`src/hw/rtl/sgsq_pkg.sv`:
```
// ----------------------------------------------------------------------------
// sgsq_pkg: shared constants for the scroll gesture switch qualifier
// Widths, decision, phase and direction codes, request kinds, register indexes and register reset values.
// ----------------------------------------------------------------------------
package sgsq_pkg;

  // Default widths
  localparam int unsigned TIME_BITS_DEF   = 48;
  localparam int unsigned OFFSET_BITS_DEF = 24;

  // Fixed field widths
  localparam int unsigned ACC_BITS       = 32;
  localparam int unsigned DEC_BITS       = 3;
  localparam int unsigned DPHASE_BITS    = 2;
  localparam int unsigned MPHASE_BITS    = 3;
  localparam int unsigned CFG_INDEX_BITS = 8;
  localparam int unsigned CFG_DATA_BITS  = 32;
  localparam int unsigned DIR_BITS       = 2;

  // Decision codes
  localparam logic [DEC_BITS-1:0] DEC_NONE      = 3'd0;
  localparam logic [DEC_BITS-1:0] DEC_CONSUME   = 3'd1;
  localparam logic [DEC_BITS-1:0] DEC_PREV_NEXT = 3'd2;
  localparam logic [DEC_BITS-1:0] DEC_PREV_PREV = 3'd3;
  localparam logic [DEC_BITS-1:0] DEC_SW_NEXT   = 3'd4;
  localparam logic [DEC_BITS-1:0] DEC_SW_PREV   = 3'd5;

  // Direct phase codes
  localparam logic [DPHASE_BITS-1:0] DP_NONE   = 2'd0;
  localparam logic [DPHASE_BITS-1:0] DP_BEGAN  = 2'd1;
  localparam logic [DPHASE_BITS-1:0] DP_UPDATE = 2'd2;
  localparam logic [DPHASE_BITS-1:0] DP_END    = 2'd3;

  // Momentum phase codes
  localparam logic [MPHASE_BITS-1:0] MP_NONE      = 3'd0;
  localparam logic [MPHASE_BITS-1:0] MP_BEGAN     = 3'd1;
  localparam logic [MPHASE_BITS-1:0] MP_MAY_BEGIN = 3'd2;
  localparam logic [MPHASE_BITS-1:0] MP_INERTIAL  = 3'd3;
  localparam logic [MPHASE_BITS-1:0] MP_END       = 3'd4;
  localparam logic [MPHASE_BITS-1:0] MP_BLOCKED   = 3'd5;

  // Direction codes
  localparam logic [DIR_BITS-1:0] DIR_NONE = 2'd0;
  localparam logic [DIR_BITS-1:0] DIR_POS  = 2'd1;
  localparam logic [DIR_BITS-1:0] DIR_NEG  = 2'd2;

  // Request kinds
  localparam logic REQ_SCROLL = 1'b0;
  localparam logic REQ_CANCEL = 1'b1;

  // Register indexes
  localparam logic [CFG_INDEX_BITS-1:0] REG_ENABLE    = 8'd0;
  localparam logic [CFG_INDEX_BITS-1:0] REG_THRESHOLD = 8'd1;
  localparam logic [CFG_INDEX_BITS-1:0] REG_MIN_INTV  = 8'd2;
  localparam logic [CFG_INDEX_BITS-1:0] REG_TIMEOUT   = 8'd3;

  // Register reset values
  localparam logic                RST_ENABLE    = 1'b1;
  localparam logic [ACC_BITS-1:0] RST_THRESHOLD = 32'd2560;
  localparam logic [ACC_BITS-1:0] RST_MIN_INTV  = 32'd0;
  localparam logic [ACC_BITS-1:0] RST_TIMEOUT   = 32'd400000;

endpackage

```
`src/hw/rtl/scroll_gesture_switch_qualifier.sv`:
```
// ----------------------------------------------------------------------------
// scroll_gesture_switch_qualifier: switch gesture decision per scroll event
// Registers each beat, qualifies it combinationally against the gesture state
// and holds the decision in a result register.
// ----------------------------------------------------------------------------
// Path: input register, combinational qualify step, then the result register.
// Throughput: one beat per cycle while the result stream is not stalled; the
// qualify step is one add, a saturate and two timestamp compares on registered state.
// Reset: rst_ni is asynchronous, active low; it clears all gesture state,
// both valid flags and the result decision, and loads the register defaults.
module scroll_gesture_switch_qualifier #(
  parameter int unsigned TIME_BITS   = sgsq_pkg::TIME_BITS_DEF,
  parameter int unsigned OFFSET_BITS = sgsq_pkg::OFFSET_BITS_DEF,
  localparam int unsigned IN_RAW     = 2 * OFFSET_BITS + sgsq_pkg::DPHASE_BITS
                                       + sgsq_pkg::MPHASE_BITS + TIME_BITS,
  localparam int unsigned IN_BITS    = ((IN_RAW + 7) / 8) * 8
) (
  input  logic                                clk_i,
  input  logic                                rst_ni,
  // Input stream
  input  logic                                s_axis_tvalid,
  output logic                                s_axis_tready,
  // dx, dy, touch phase, fling phase, stamp, zero fill
  input  logic [IN_BITS-1:0]                  s_axis_tdata,
  // req_type
  input  logic                                s_axis_tuser,
  // Result stream
  output logic                                m_axis_tvalid,
  input  logic                                m_axis_tready,
  // decision, zero fill
  output logic [7:0]                          m_axis_tdata,
  // Register write channel
  input  logic                                cfg_valid_i,
  output logic                                cfg_ready_o,
  input  logic [sgsq_pkg::CFG_INDEX_BITS-1:0] cfg_index_i,
  input  logic [sgsq_pkg::CFG_DATA_BITS-1:0]  cfg_data_i
);

  localparam int unsigned AB  = sgsq_pkg::ACC_BITS;
  localparam int unsigned DPB = sgsq_pkg::DPHASE_BITS;
  localparam int unsigned MPB = sgsq_pkg::MPHASE_BITS;
  localparam int unsigned DRB = sgsq_pkg::DIR_BITS;
  localparam int unsigned DCB = sgsq_pkg::DEC_BITS;
  localparam int unsigned Y_LO  = OFFSET_BITS;
  localparam int unsigned DP_LO = 2 * OFFSET_BITS;
  localparam int unsigned MP_LO = DP_LO + DPB;
  localparam int unsigned T_LO  = MP_LO + MPB;

  // Configuration registers
  logic                  enable_q;
  logic [AB-1:0]         threshold_q;
  logic [AB-1:0]         min_intv_q;
  logic [AB-1:0]         timeout_q;
  logic                  cfg_wr;
  logic                  cfg_hit;

  // Input register
  logic                  in_valid_q;
  logic                  in_req_q;
  logic [OFFSET_BITS-1:0] in_x_q;
  logic [OFFSET_BITS-1:0] in_y_q;
  logic [DPB-1:0]        in_dp_q;
  logic [MPB-1:0]        in_mp_q;
  logic [TIME_BITS-1:0]  in_t_q;

  // Result register
  logic                  out_valid_q;
  logic [DCB-1:0]        out_dec_q;
  logic [DCB-1:0]        dec;

  // Gesture state
  logic [AB-1:0]         acc_q, acc_d;
  logic [DRB-1:0]        dir_q, dir_d;
  logic                  active_q, active_d;
  logic                  switched_q, switched_d;
  logic [TIME_BITS-1:0]  sw_stamp_q, sw_stamp_d;
  logic                  sw_valid_q, sw_valid_d;
  logic [TIME_BITS-1:0]  pl_stamp_q, pl_stamp_d;
  logic                  pl_valid_q, pl_valid_d;

  logic                  out_free;
  logic                  fire;
  logic                  in_take;

  // Handshake: the input stage advances whenever the result register frees up
  assign out_free      = !out_valid_q || m_axis_tready;
  assign fire          = in_valid_q && out_free;
  assign s_axis_tready = !in_valid_q || fire;
  assign in_take       = s_axis_tvalid && s_axis_tready;
  assign m_axis_tvalid = out_valid_q;
  assign m_axis_tdata  = {{(8 - DCB){1'b0}}, out_dec_q};
  assign cfg_ready_o   = 1'b1;
  assign cfg_wr        = cfg_valid_i;
  assign cfg_hit       = cfg_wr && (cfg_index_i == sgsq_pkg::REG_ENABLE
                                 || cfg_index_i == sgsq_pkg::REG_THRESHOLD
                                 || cfg_index_i == sgsq_pkg::REG_MIN_INTV
                                 || cfg_index_i == sgsq_pkg::REG_TIMEOUT);

  // Configuration registers
  always_ff @(posedge clk_i or negedge rst_ni) begin
    if (!rst_ni) begin
      enable_q    <= sgsq_pkg::RST_ENABLE;
      threshold_q <= sgsq_pkg::RST_THRESHOLD;
      min_intv_q  <= sgsq_pkg::RST_MIN_INTV;
      timeout_q   <= sgsq_pkg::RST_TIMEOUT;
    end else if (cfg_wr) begin
      case (cfg_index_i)
        sgsq_pkg::REG_ENABLE:    enable_q    <= cfg_data_i[0];
        sgsq_pkg::REG_THRESHOLD: threshold_q <= cfg_data_i;
        sgsq_pkg::REG_MIN_INTV:  min_intv_q  <= cfg_data_i;
        sgsq_pkg::REG_TIMEOUT:   timeout_q   <= cfg_data_i;
        default: ;
      endcase
    end
  end

  // Input register: valid flag
  always_ff @(posedge clk_i or negedge rst_ni) begin
    if (!rst_ni) begin
      in_valid_q <= 1'b0;
    end else if (s_axis_tready) begin
      in_valid_q <= s_axis_tvalid;
    end
  end

  // Input register: payload
  always_ff @(posedge clk_i) begin
    if (in_take) begin
      in_req_q <= s_axis_tuser;
      in_x_q   <= s_axis_tdata[OFFSET_BITS-1:0];
      in_y_q   <= s_axis_tdata[Y_LO +: OFFSET_BITS];
      in_dp_q  <= s_axis_tdata[DP_LO +: DPB];
      in_mp_q  <= s_axis_tdata[MP_LO +: MPB];
      in_t_q   <= s_axis_tdata[T_LO +: TIME_BITS];
    end
  end

  // Qualify one beat against the gesture state
  always_comb begin
    logic                   begins;
    logic                   ends;
    logic                   wheel_only;
    logic                   mom_only;
    logic                   neg;
    logic                   x_neg;
    logic                   y_neg;
    logic [OFFSET_BITS-1:0] mx;
    logic [OFFSET_BITS-1:0] my;
    logic [OFFSET_BITS-1:0] mag;
    logic [DRB-1:0]         dir;
    logic [AB:0]            sum;
    logic [TIME_BITS-1:0]   pl_gap;
    logic [TIME_BITS-1:0]   sw_gap;

    acc_d      = acc_q;
    dir_d      = dir_q;
    active_d   = active_q;
    switched_d = switched_q;
    sw_stamp_d = sw_stamp_q;
    sw_valid_d = sw_valid_q;
    pl_stamp_d = pl_stamp_q;
    pl_valid_d = pl_valid_q;
    dec        = sgsq_pkg::DEC_NONE;

    begins     = (in_dp_q == sgsq_pkg::DP_BEGAN) || (in_mp_q == sgsq_pkg::MP_MAY_BEGIN);
    ends       = (in_dp_q == sgsq_pkg::DP_END) || (in_mp_q == sgsq_pkg::MP_END)
                 || (in_mp_q == sgsq_pkg::MP_BLOCKED);
    wheel_only = (in_dp_q == sgsq_pkg::DP_NONE) && (in_mp_q == sgsq_pkg::MP_NONE);
    mom_only   = (in_mp_q == sgsq_pkg::MP_BEGAN) || (in_mp_q == sgsq_pkg::MP_INERTIAL);

    // Magnitudes; the most negative value maps to 2^(OFFSET_BITS-1)
    x_neg = in_x_q[OFFSET_BITS-1];
    y_neg = in_y_q[OFFSET_BITS-1];
    mx    = x_neg ? (~in_x_q + 1'b1) : in_x_q;
    my    = y_neg ? (~in_y_q + 1'b1) : in_y_q;
    // Dominant axis, x wins ties
    if (mx >= my) begin
      mag = mx;
      neg = x_neg;
    end else begin
      mag = my;
      neg = y_neg;
    end
    dir = neg ? sgsq_pkg::DIR_NEG : sgsq_pkg::DIR_POS;

    // Gaps; time going backwards counts as no gap
    pl_gap = (in_t_q >= pl_stamp_q) ? (in_t_q - pl_stamp_q) : '0;
    sw_gap = (in_t_q >= sw_stamp_q) ? (in_t_q - sw_stamp_q) : '0;
    sum    = '0;

    if (fire) begin
      if (in_req_q == sgsq_pkg::REQ_CANCEL) begin
        // Cancel: drop the gesture and the wheel stamp
        acc_d      = '0;
        dir_d      = sgsq_pkg::DIR_NONE;
        active_d   = 1'b0;
        switched_d = 1'b0;
        pl_valid_d = 1'b0;
        pl_stamp_d = '0;
      end else if (!enable_q) begin
        acc_d      = '0;
        dir_d      = sgsq_pkg::DIR_NONE;
        active_d   = 1'b0;
        switched_d = 1'b0;
      end else begin
        if (begins) begin
          active_d   = 1'b1;
          switched_d = 1'b0;
          acc_d      = '0;
          dir_d      = sgsq_pkg::DIR_NONE;
        end
        // Restart wheel accumulation after a long gap
        if (wheel_only && pl_valid_q && (pl_gap > TIME_BITS'(timeout_q))) begin
          acc_d = '0;
          dir_d = sgsq_pkg::DIR_NONE;
        end
        if (wheel_only) begin
          pl_stamp_d = in_t_q;
          pl_valid_d = 1'b1;
        end

        if (!active_d && !wheel_only) begin
          dec = sgsq_pkg::DEC_NONE;
        end else if (mom_only && !switched_d) begin
          dec = sgsq_pkg::DEC_NONE;
        end else if (active_d && switched_d) begin
          // Already switched: swallow the rest of the gesture
          if (ends) begin
            acc_d      = '0;
            dir_d      = sgsq_pkg::DIR_NONE;
            active_d   = 1'b0;
            switched_d = 1'b0;
          end
          dec = sgsq_pkg::DEC_CONSUME;
        end else if (mag == '0) begin
          if (ends) begin
            acc_d      = '0;
            dir_d      = sgsq_pkg::DIR_NONE;
            active_d   = 1'b0;
            switched_d = 1'b0;
            dec        = sgsq_pkg::DEC_CONSUME;
          end
        end else begin
          // Accumulate, restarting on a direction change, saturating
          if (dir_d != sgsq_pkg::DIR_NONE && dir_d != dir) begin
            acc_d = '0;
          end
          dir_d = dir;
          sum   = {1'b0, acc_d} + (AB + 1)'(mag);
          acc_d = sum[AB] ? '1 : sum[AB-1:0];

          if (acc_d < threshold_q) begin
            dec = (dir == sgsq_pkg::DIR_POS) ? sgsq_pkg::DEC_PREV_NEXT
                                             : sgsq_pkg::DEC_PREV_PREV;
          end else if (sw_valid_q && (sw_gap < TIME_BITS'(min_intv_q))) begin
            // Rate limited: hold off the switch
            switched_d = active_d;
            if (ends) begin
              acc_d      = '0;
              dir_d      = sgsq_pkg::DIR_NONE;
              active_d   = 1'b0;
              switched_d = 1'b0;
            end
            dec = sgsq_pkg::DEC_CONSUME;
          end else begin
            sw_stamp_d = in_t_q;
            sw_valid_d = 1'b1;
            switched_d = active_d;
            if (wheel_only || ends) begin
              acc_d = '0;
              dir_d = sgsq_pkg::DIR_NONE;
            end
            if (ends) begin
              active_d = 1'b0;
            end
            dec = (dir == sgsq_pkg::DIR_POS) ? sgsq_pkg::DEC_SW_NEXT
                                             : sgsq_pkg::DEC_SW_PREV;
          end
        end
      end
    end

    // Any register write to a defined index clears all state
    if (cfg_hit) begin
      acc_d      = '0;
      dir_d      = sgsq_pkg::DIR_NONE;
      active_d   = 1'b0;
      switched_d = 1'b0;
      sw_stamp_d = '0;
      sw_valid_d = 1'b0;
      pl_stamp_d = '0;
      pl_valid_d = 1'b0;
    end
  end

  // Gesture state registers
  always_ff @(posedge clk_i or negedge rst_ni) begin
    if (!rst_ni) begin
      acc_q      <= '0;
      dir_q      <= sgsq_pkg::DIR_NONE;
      active_q   <= 1'b0;
      switched_q <= 1'b0;
      sw_stamp_q <= '0;
      sw_valid_q <= 1'b0;
      pl_stamp_q <= '0;
      pl_valid_q <= 1'b0;
    end else begin
      acc_q      <= acc_d;
      dir_q      <= dir_d;
      active_q   <= active_d;
      switched_q <= switched_d;
      sw_stamp_q <= sw_stamp_d;
      sw_valid_q <= sw_valid_d;
      pl_stamp_q <= pl_stamp_d;
      pl_valid_q <= pl_valid_d;
    end
  end

  // Result register: load on fire, drop when taken
  always_ff @(posedge clk_i or negedge rst_ni) begin
    if (!rst_ni) begin
      out_valid_q <= 1'b0;
      out_dec_q   <= sgsq_pkg::DEC_NONE;
    end else if (out_free) begin
      out_valid_q <= fire;
      if (fire) begin
        out_dec_q <= dec;
      end
    end
  end

`ifndef SYNTHESIS
  // A processed cancel leaves no gesture and no wheel stamp
  a_cancel_clears: assert property (@(posedge clk_i) disable iff (!rst_ni)
    fire && (in_req_q == sgsq_pkg::REQ_CANCEL)
    |=> !pl_valid_q && (acc_q == '0) && (dir_q == sgsq_pkg::DIR_NONE) && !active_q)
    else $error("cancel did not clear gesture state");

  // A valid register write wipes all state
  a_cfg_clears: assert property (@(posedge clk_i) disable iff (!rst_ni)
    cfg_hit |=> (acc_q == '0) && !sw_valid_q && !pl_valid_q && !switched_q)
    else $error("register write did not clear state");

  // Every qualified beat lands in the result register
  a_fire_loads: assert property (@(posedge clk_i) disable iff (!rst_ni)
    fire |=> out_valid_q && (out_dec_q == $past(dec)))
    else $error("qualified beat lost");

  // Direction never holds the unused code
  a_dir_code: assert property (@(posedge clk_i) disable iff (!rst_ni)
    dir_q != (sgsq_pkg::DIR_POS | sgsq_pkg::DIR_NEG))
    else $error("direction register corrupt");
`endif

endmodule
```
`config.mk`:
```
export PLATFORM = sky130hd
export DESIGN_NAME = scroll_gesture_switch_qualifier
export DESIGN_NICKNAME = d
export VERILOG_FILES = /design/src/hw/rtl/sgsq_pkg.sv /design/src/hw/rtl/scroll_gesture_switch_qualifier.sv
export SDC_FILE = /design/constraint.sdc
export NUM_CORES = 1
export LEC_CHECK = 0
export BUFFER_PORTS_ARGS = -buffer_cell sky130_fd_sc_hd__buf_4
export CAP_MARGIN = 20
export CORE_AREA = 8 8 293 295
export DETAILED_ROUTE_END_ITERATION = 10
export DIE_AREA = 0 0 301 303
export GPL_ROUTABILITY_DRIVEN = 0
export PLACE_DENSITY = 0.43
export RECOVER_POWER = 25
export SETUP_SLACK_MARGIN = 0.4
export SLEW_MARGIN = 15
export SYNTH_ARGS = -nofsm -noshare
export SYNTH_HDL_FRONTEND = slang
export SYNTH_SLANG_ARGS = --single-unit
```
`constraint.sdc`:
```
create_clock -name clk_i -period 14.55 [get_ports clk_i]
set_clock_uncertainty 0.1 [all_clocks]
set_input_delay 2.91 -clock clk_i [delete_from_list [all_inputs] [get_ports clk_i]]
set_output_delay 2.91 -clock clk_i [all_outputs]
set_load 0.1 [all_outputs]
```
==> flow_metrics.env, run 1 <==
export IMPL_rr_endpoint="sw_stamp_q[3]"
export IMPL_clock_root_buffer="clkbuf_16"
export IMPL_area_growth_pct=14.9
export IMPL_drive_gt1_share_pct=13.8
export IMPL_firstDrtPassIters=5
export IMPL_grt_pass1_vias=20900
export IMPL_ff2ff_path_depth=53
export IMPL_grt_setup_unrepaired="no"
export IMPL_grt_start_max_net_pins=123
export IMPL_worstHoldStart="acc_q[15]"
export IMPL_coreArea_um2=81200
export IMPL_die_w_um=301
export IMPL_multi_input_area_um2=14500
export IMPL_cts_tree="built"
export IMPL_htreeDepth=2
export IMPL_drt_total_wl_mm=76.5
export IMPL_mostFrequentLayoutCells="240 x ha_1, 237 x inv_1, 234 x nor2_1"
export IMPL_rr_startpoint="in_t_q[0]"
export IMPL_yosysWarnings=0
export IMPL_via_per_inst=5.21
export IMPL_synth_top_cell_by_area="dfrtp_1"
export IMPL_p_leak_nw=12.1
export IMPL_cts_resized=0
export IMPL_drc=0
export IMPL_placementRows=105
export IMPL_ios=161
export IMPL_postCtsSetupRepairBufs=0
export IMPL_critPathArrivalTime_ns=12.95
export IMPL_hold_violations=0
export IMPL_use_met2_pct=26.7
export IMPL_yosysSeqAreaShare_pct=36.1
export IMPL_hold_depth=1
export IMPL_gr_max_usage_layer="met2"
export IMPL_grt_pass1_wl_mm=121
export IMPL_cts_sinks=338
export IMPL_maxCapViolations=1
export IMPL_hold_slack_ns=0.391
export IMPL_routedWlPerCell_um=19.3
export IMPL_dp_cells=3881
export IMPL_clkTransAtPathRegs_ns=0.06
export IMPL_synthCells=2743
export IMPL_synth_distinct_cells=88
export IMPL_ys_flop_type="dfrtp_1"
export IMPL_r2r_setup_slack_ns=1.93
export IMPL_max_slew_margin_pct=-364
export IMPL_finalSetupTns_ns=0
export IMPL_async_flop_share_pct=69.8
export IMPL_synth_edf_count=102
export IMPL_start_kind="register"
export IMPL_final_max_slew_violation_count=123
export IMPL_grtUsageMet3_pct=2.35
export IMPL_fmax_mhz=79.3
export IMPL_post_route_period_util_pct=86.7
export IMPL_setup_viol=0
export IMPL_cts_hold_buffers=0
export IMPL_hp_class="register to register"
export IMPL_power_total_mw=3.35
export IMPL_final_cells=3968
export IMPL_antenna_left=0
export IMPL_synth_seq_cells=338
export IMPL_vdd_ir_drop_max_uv=71.9
export IMPL_die_y_um=303
export IMPL_seq_area_um2=8980
export IMPL_synth_top_area_share_pct=22.8
export IMPL_drt_iter0_markers=1055
export IMPL_port_buffers=151
export IMPL_cp_max_fo=31
export IMPL_end_kind="register"
export IMPL_vias=20700
export IMPL_start_util_pct=30.7
export IMPL_cp_slowest_cell="or4_1"
export IMPL_cp_required_ns=14.89
export IMPL_critPathKind="register to register"
export IMPL_synthTopCellsByArea="dfrtp_1 23%, edfxtp_1 12%, ha_1 12%, mux2_2 4.5%, a21oi_1 3.9%"
export IMPL_synth_area_um2=24900
export IMPL_cpPeakStageDelay_ns=0.69
export IMPL_place_ws_ns=1.72
export IMPL_grt_use_total_pct=16.5
export IMPL_finalWorstSetupSlack_ns=1.93
export IMPL_antenna_found_initial=1
export IMPL_cts_buffers=46
export IMPL_violations="capacitance limit, slew limit"
export IMPL_die_area_um2=91200
export IMPL_whs_endpoint="acc_q[15]"
export IMPL_final_common_cell="ha_1"
export IMPL_cts_buffer_depth=3
export IMPL_grt_overflow_total=0
export IMPL_p_per_area_nw_per_um2=117
export IMPL_outcome="complete, but fails checks"
export IMPL_worstSkewPairLatency_ns=0.59
export IMPL_fillerInstances=8289
export IMPL_met1_usage_pct=22.3
export IMPL_syn_avg_cell_area_um2=9.08
export IMPL_worst_pin_slew_ns=6.96
export IMPL_final_nets=3252
export IMPL_dp_hpwl_mm=60.4
export IMPL_fin_crit_ns=12.62
-- through the flow --
stage	area (um2)	utilization, %
2_1_floorplan	24900	-
3_5_place_dp	27100	33.4
6_report	28600	35.3
4_1_cts	28600	35.3
5_1_grt	28600	35.3
3_3_place_gp	27100	33.4
-- where the power goes --
| group | internal [mW] | total [mW] | switching, mW |
|---|---|---|---|
| clock | 0.667 | 1.13 | 0.460 |
| sequential | 1.05 | 1.09 | 0.0410 |
| combinational | 0.430 | 1.14 | 0.707 |
-- how the worst max path moves through the flow --
stage	start	end	slack [ns]	cells after the start
2_1_floorplan	in_t_q[0]	sw_stamp_q[1]	3.96	55
3_3_place_gp	in_t_q[0]	sw_stamp_q[2]	1.77	52
3_5_place_dp	in_t_q[0]	sw_stamp_q[9]	1.72	52
4_1_cts	in_t_q[0]	sw_stamp_q[11]	1.68	52
5_1_grt	in_t_q[0]	sw_stamp_q[6]	0.87	53
6_report	in_t_q[0]	sw_stamp_q[3]	1.93	53
-- sequential cells by signal, summed over array words and instances (netlist names), 2 cells and up --
register,count
out_dec_q,3
dir_q,2
acc_q,32
in_t_q,48
in_x_q,24
threshold_q,32
in_dp_q,2
timeout_q,32
pl_stamp_q,48
in_y_q,24
in_mp_q,3
min_intv_q,32
sw_stamp_q,48
-- cell families after synthesis --
| logic type | share of synthesized area (%) |
|---|---|
| compound gates | 18.0 |
| xor+xnor | 4.92 |
| fa+ha+maj | 12.3 |
| buf+inv | 5.87 |
| flops | 36.1 |
| mux | 7.01 |
| other cells | 0.0302 |
| simple gates | 15.8 |
-- synth_stat cells (11+ instances only) --
cell type,instances
o31ai_1,16
o21a_1,25
a211oi_1,28
inv_1,237
xor2_1,69
xnor2_1,71
a22o_1,31
nand2b_1,26
a21o_1,55
clkbuf_1,91
ha_1,240
o21ai_0,188
nand2_1,174
mux2i_1,63
nor2b_1,21
and2_1,34
and3_1,11
dfrtp_1,227
nor3_1,39
o21bai_1,20
a21oi_1,193
or2_2,11
nor2_1,236
nand4_1,63
mux2_2,99
edfxtp_1,102
o211ai_1,26
a31oi_1,22
nor4_1,24
nand3_1,99
and4_1,12
-- metal layers --
metal / up-vias / wire length, um
met5: - / 0
met4: 0 / 2820
met3: 118 / 3300
met2: 501 / 34700
met1: 9900 / 35700
li1: 10100 / -
-- final cells by class --
| cell class | count | area share (%) |
|---|---|---|
| Clock buffer | 62 | 4.55 |
| Antenna cell | 1 | 0.00874 |
| Clock inverter | 24 | 0.730 |
| Inverter | 238 | 3.12 |
| Tap cell | 1070 | 4.68 |
| Timing Repair Buffer | 181 | 4.77 |
| Multi-Input combinational cell | 2054 | 50.8 |
| Sequential cell | 338 | 31.4 |
-- critical path, delay by kind of cell, from the launching register on --
family | cells | cell delay [ns]
muxes | 1 | 0.21
buffers and inverters | 8 | 1.47
DFF | 1 | 0.42
adders and majority gates | 6 | 1.53
AOI/OAI and AO/OA | 23 | 5.36
and+or+nand+nor | 15 | 3.29
Power figures use the tool's default switching activity.
==> run 2, diff against run 1 <==
==> constraint.sdc (replaced) <==
create_clock -name clk_i -period 14.55 [get_ports clk_i]
set_clock_uncertainty 0.1 [all_clocks]
set_input_delay 0 -clock clk_i [delete_from_list [all_inputs] [get_ports clk_i]]
set_output_delay 0 -clock clk_i [all_outputs]
set_load 0.1 [all_outputs]
==> run 2 against run 1 <==
Setup slack got worse by 0.28 ns. First-iteration DRC count up 9.2%. Wire length grew 1.4%. Clock power shrank 4%. The flow still finishes with violations (capacitance limit, slew limit). Power shrank 0.27%. Largest cell class unchanged.
==> flow_metrics.env, run 2 (synthesis gave the netlist of run 1 again) <==
export IMPL_met1Wirelength_mm=36.5
export IMPL_p_sw_mw=1.20
export IMPL_path_common_cell="o21ai_0"
export IMPL_dp_cells=3879
export IMPL_violations="capacitance limit, slew limit"
export IMPL_ios=161
export IMPL_postCtsSetupRepairBufs=0
export IMPL_cts_buffer_depth=3
export IMPL_worstSkewPairLatency_ns=0.58
export IMPL_start_kind="register"
export IMPL_coreArea_um2=81200
export IMPL_grt_setup_unrepaired="no"
export IMPL_fmax_mhz=77.5
export IMPL_grt_use_total_pct=16.7
export IMPL_top_regs="in_t_q x48, pl_stamp_q x48, sw_stamp_q x48"
export IMPL_grt_pass1_wl_mm=123
export IMPL_drc=0
export IMPL_p_per_area_nw_per_um2=112
export IMPL_dr_wl_met3_mm=2.99
export IMPL_vias=21200
export IMPL_grt_pass1_vias=21700
export IMPL_crit_end="sw_stamp_q[0]"
export IMPL_die_area_um2=91200
export IMPL_end_kind="register"
export IMPL_fillerInstances=8245
export IMPL_antenna_found_initial=0
export IMPL_post_route_period_util_pct=88.7
export IMPL_die_w_um=301
export IMPL_fin_crit_ns=12.90
export IMPL_drt_iter0_markers=1152
export IMPL_clock_power_share_pct=32.4
export IMPL_drt_total_wl_mm=77.6
export IMPL_routedWlPerCell_um=18.9
export IMPL_wl_met2_mm=35.8
export IMPL_start_util_pct=30.7
export IMPL_cts_sinks=338
export IMPL_antenna_cells=0
export IMPL_mostFrequentLayoutCells="240 x ha_1, 237 x inv_1, 234 x nor2_1"
export IMPL_antenna_left=0
export IMPL_cts_resized=0
export IMPL_final_cells=4105
export IMPL_rr_endpoint="sw_stamp_q[0]"
export IMPL_port_buffers=151
export IMPL_dr_max_layer_used="met4"
export IMPL_final_nets=3393
export IMPL_hp_class="primary input to register"
export IMPL_placementRows=105
export IMPL_outcome="complete, but fails checks"
export IMPL_grt_start_max_net_pins=108
export IMPL_firstDrtPassIters=5
export IMPL_r2r_setup_slack_ns=1.65
export IMPL_max_slew_margin_pct=-329
export IMPL_cpPeakStageDelay_ns=0.67
export IMPL_cts_tree="built"
export IMPL_hold_depth=2
export IMPL_startpoint="in_t_q[0]"
export IMPL_die_y_um=303
export IMPL_swShare_pct=35.9
export IMPL_critPathArrivalTime_ns=13.22
export IMPL_ff2ff_path_depth=52
export IMPL_clock_root_buffer="clkbuf_16"
export IMPL_dp_hpwl_mm=60.3
export IMPL_htreeDepth=2
export IMPL_p_leak_nw=12.7
export IMPL_clkTransAtPathRegs_ns=0.06
export IMPL_drive_gt1_share_pct=12.9
export IMPL_maxCapViolations=1
export IMPL_grt_overflow_total=0
export IMPL_seq_power_share_pct=32.6
export IMPL_finalSetupTns_ns=0
export IMPL_via_per_inst=5.17
export IMPL_setup_viol=0
export IMPL_cp_slowest_cell="or4_1"
export IMPL_vdd_ir_drop_max_uv=67.8
export IMPL_final_max_slew_violation_count=108
export IMPL_cp_max_fo=31
export IMPL_cts_buffers=44
export IMPL_rr_startpoint="in_t_q[0]"
export IMPL_cp_required_ns=14.87
export IMPL_final_common_cell="ha_1"
export IMPL_worst_pin_slew_ns=6.43
export IMPL_intPower_mw=2.14
export IMPL_hold_violations=0
export IMPL_p_comb_share_pct=35.0
export IMPL_critPathKind="register to register"
export IMPL_area_growth_pct=20.3
run 2: cell count changes in the layout (fill, tap and decap cells not counted), sizes merged:
| cell | before | now |
|---|---|---|
| clkinvlp | 4 | 1 |
| dlygate4sd3 | 0 | 145 |
| clkinv | 19 | 9 |
| clkbuf | 166 | 170 |
| buf | 77 | 76 |
| inv | 237 | 240 |
| diode | 1 | 0 |
run 2: timing repair:
action / in CTS / in global routing
endpoints found under the setup margin: 0 / 0
hold endpoints to repair: 329 / 0
hold buffers: 145 / 0
run 2: worst min path at each step:
stage / start / end / slack, ns
floorplan: rst_ni / acc_q[0] / -0.40
global placement: rst_ni / in_valid_q / 0.05
detailed placement: rst_ni / in_valid_q / 0.05
CTS: s_axis_tdata[36] / in_y_q[12] / 0.001
global route: s_axis_tdata[49] / in_dp_q[1] / 0.04
finish: s_axis_tdata[48] / in_dp_q[0] / 0.06
run 2: cell type report:
class / count / area [um2] / share of cell area [%]
multi-input combinational: 2054 / 14500 / 48.5
sequential: 338 / 8980 / 30.0
timing repair buffer: 324 / 2810 / 9.39
tap: 1070 / 1340 / 4.47
clock buffer: 67 / 1270 / 4.23
inverter: 238 / 893 / 2.98
clock inverter: 14 / 144 / 0.480
run 2: stage by stage:
stage	hold slack [ns]	utilization (%)	power (mW)	area, um2	setup slack (ns)
2_1_floorplan	-0.396	-	1.89	24900	3.96
3_3_place_gp	0.0527	33.4	2.22	27100	1.63
6_report	0.0634	36.9	3.35	30000	1.65
5_1_grt	0.0367	36.9	3.58	30000	0.638
4_1_cts	0.000984	36.9	3.40	30000	1.47
3_5_place_dp	0.0496	33.4	2.24	27100	1.55
run 2: layer usage:
metal  global-route usage, %  vias to the layer above
met5                       0                        -
met3                    2.07                      109
met4                    5.21                        0
li1                        -                    10400
met2                    27.9                      477
met1                    22.5                    10200
run 2: power groups by stage:
stage	registers, mW	clock network [mW]	logic [mW]
global placement	1.11	0	1.12
detailed placement	1.11	0	1.13
finish	1.09	1.08	1.17
global route	1.10	1.17	1.31
CTS	1.09	1.13	1.17
floorplan	1.10	0	0.797
run 2: critical path, delay by kind of cell (launching register included):
kind                     cells  cell delay (ns)
adder cells (fa/ha/maj)      6             1.57
AND/OR/NAND/NOR             14             3.48
multiplexers                 1             0.21
AO/OA/AOI/OAI               23             5.44
buffers and inverters        8             1.45
flip-flops                   1             0.42
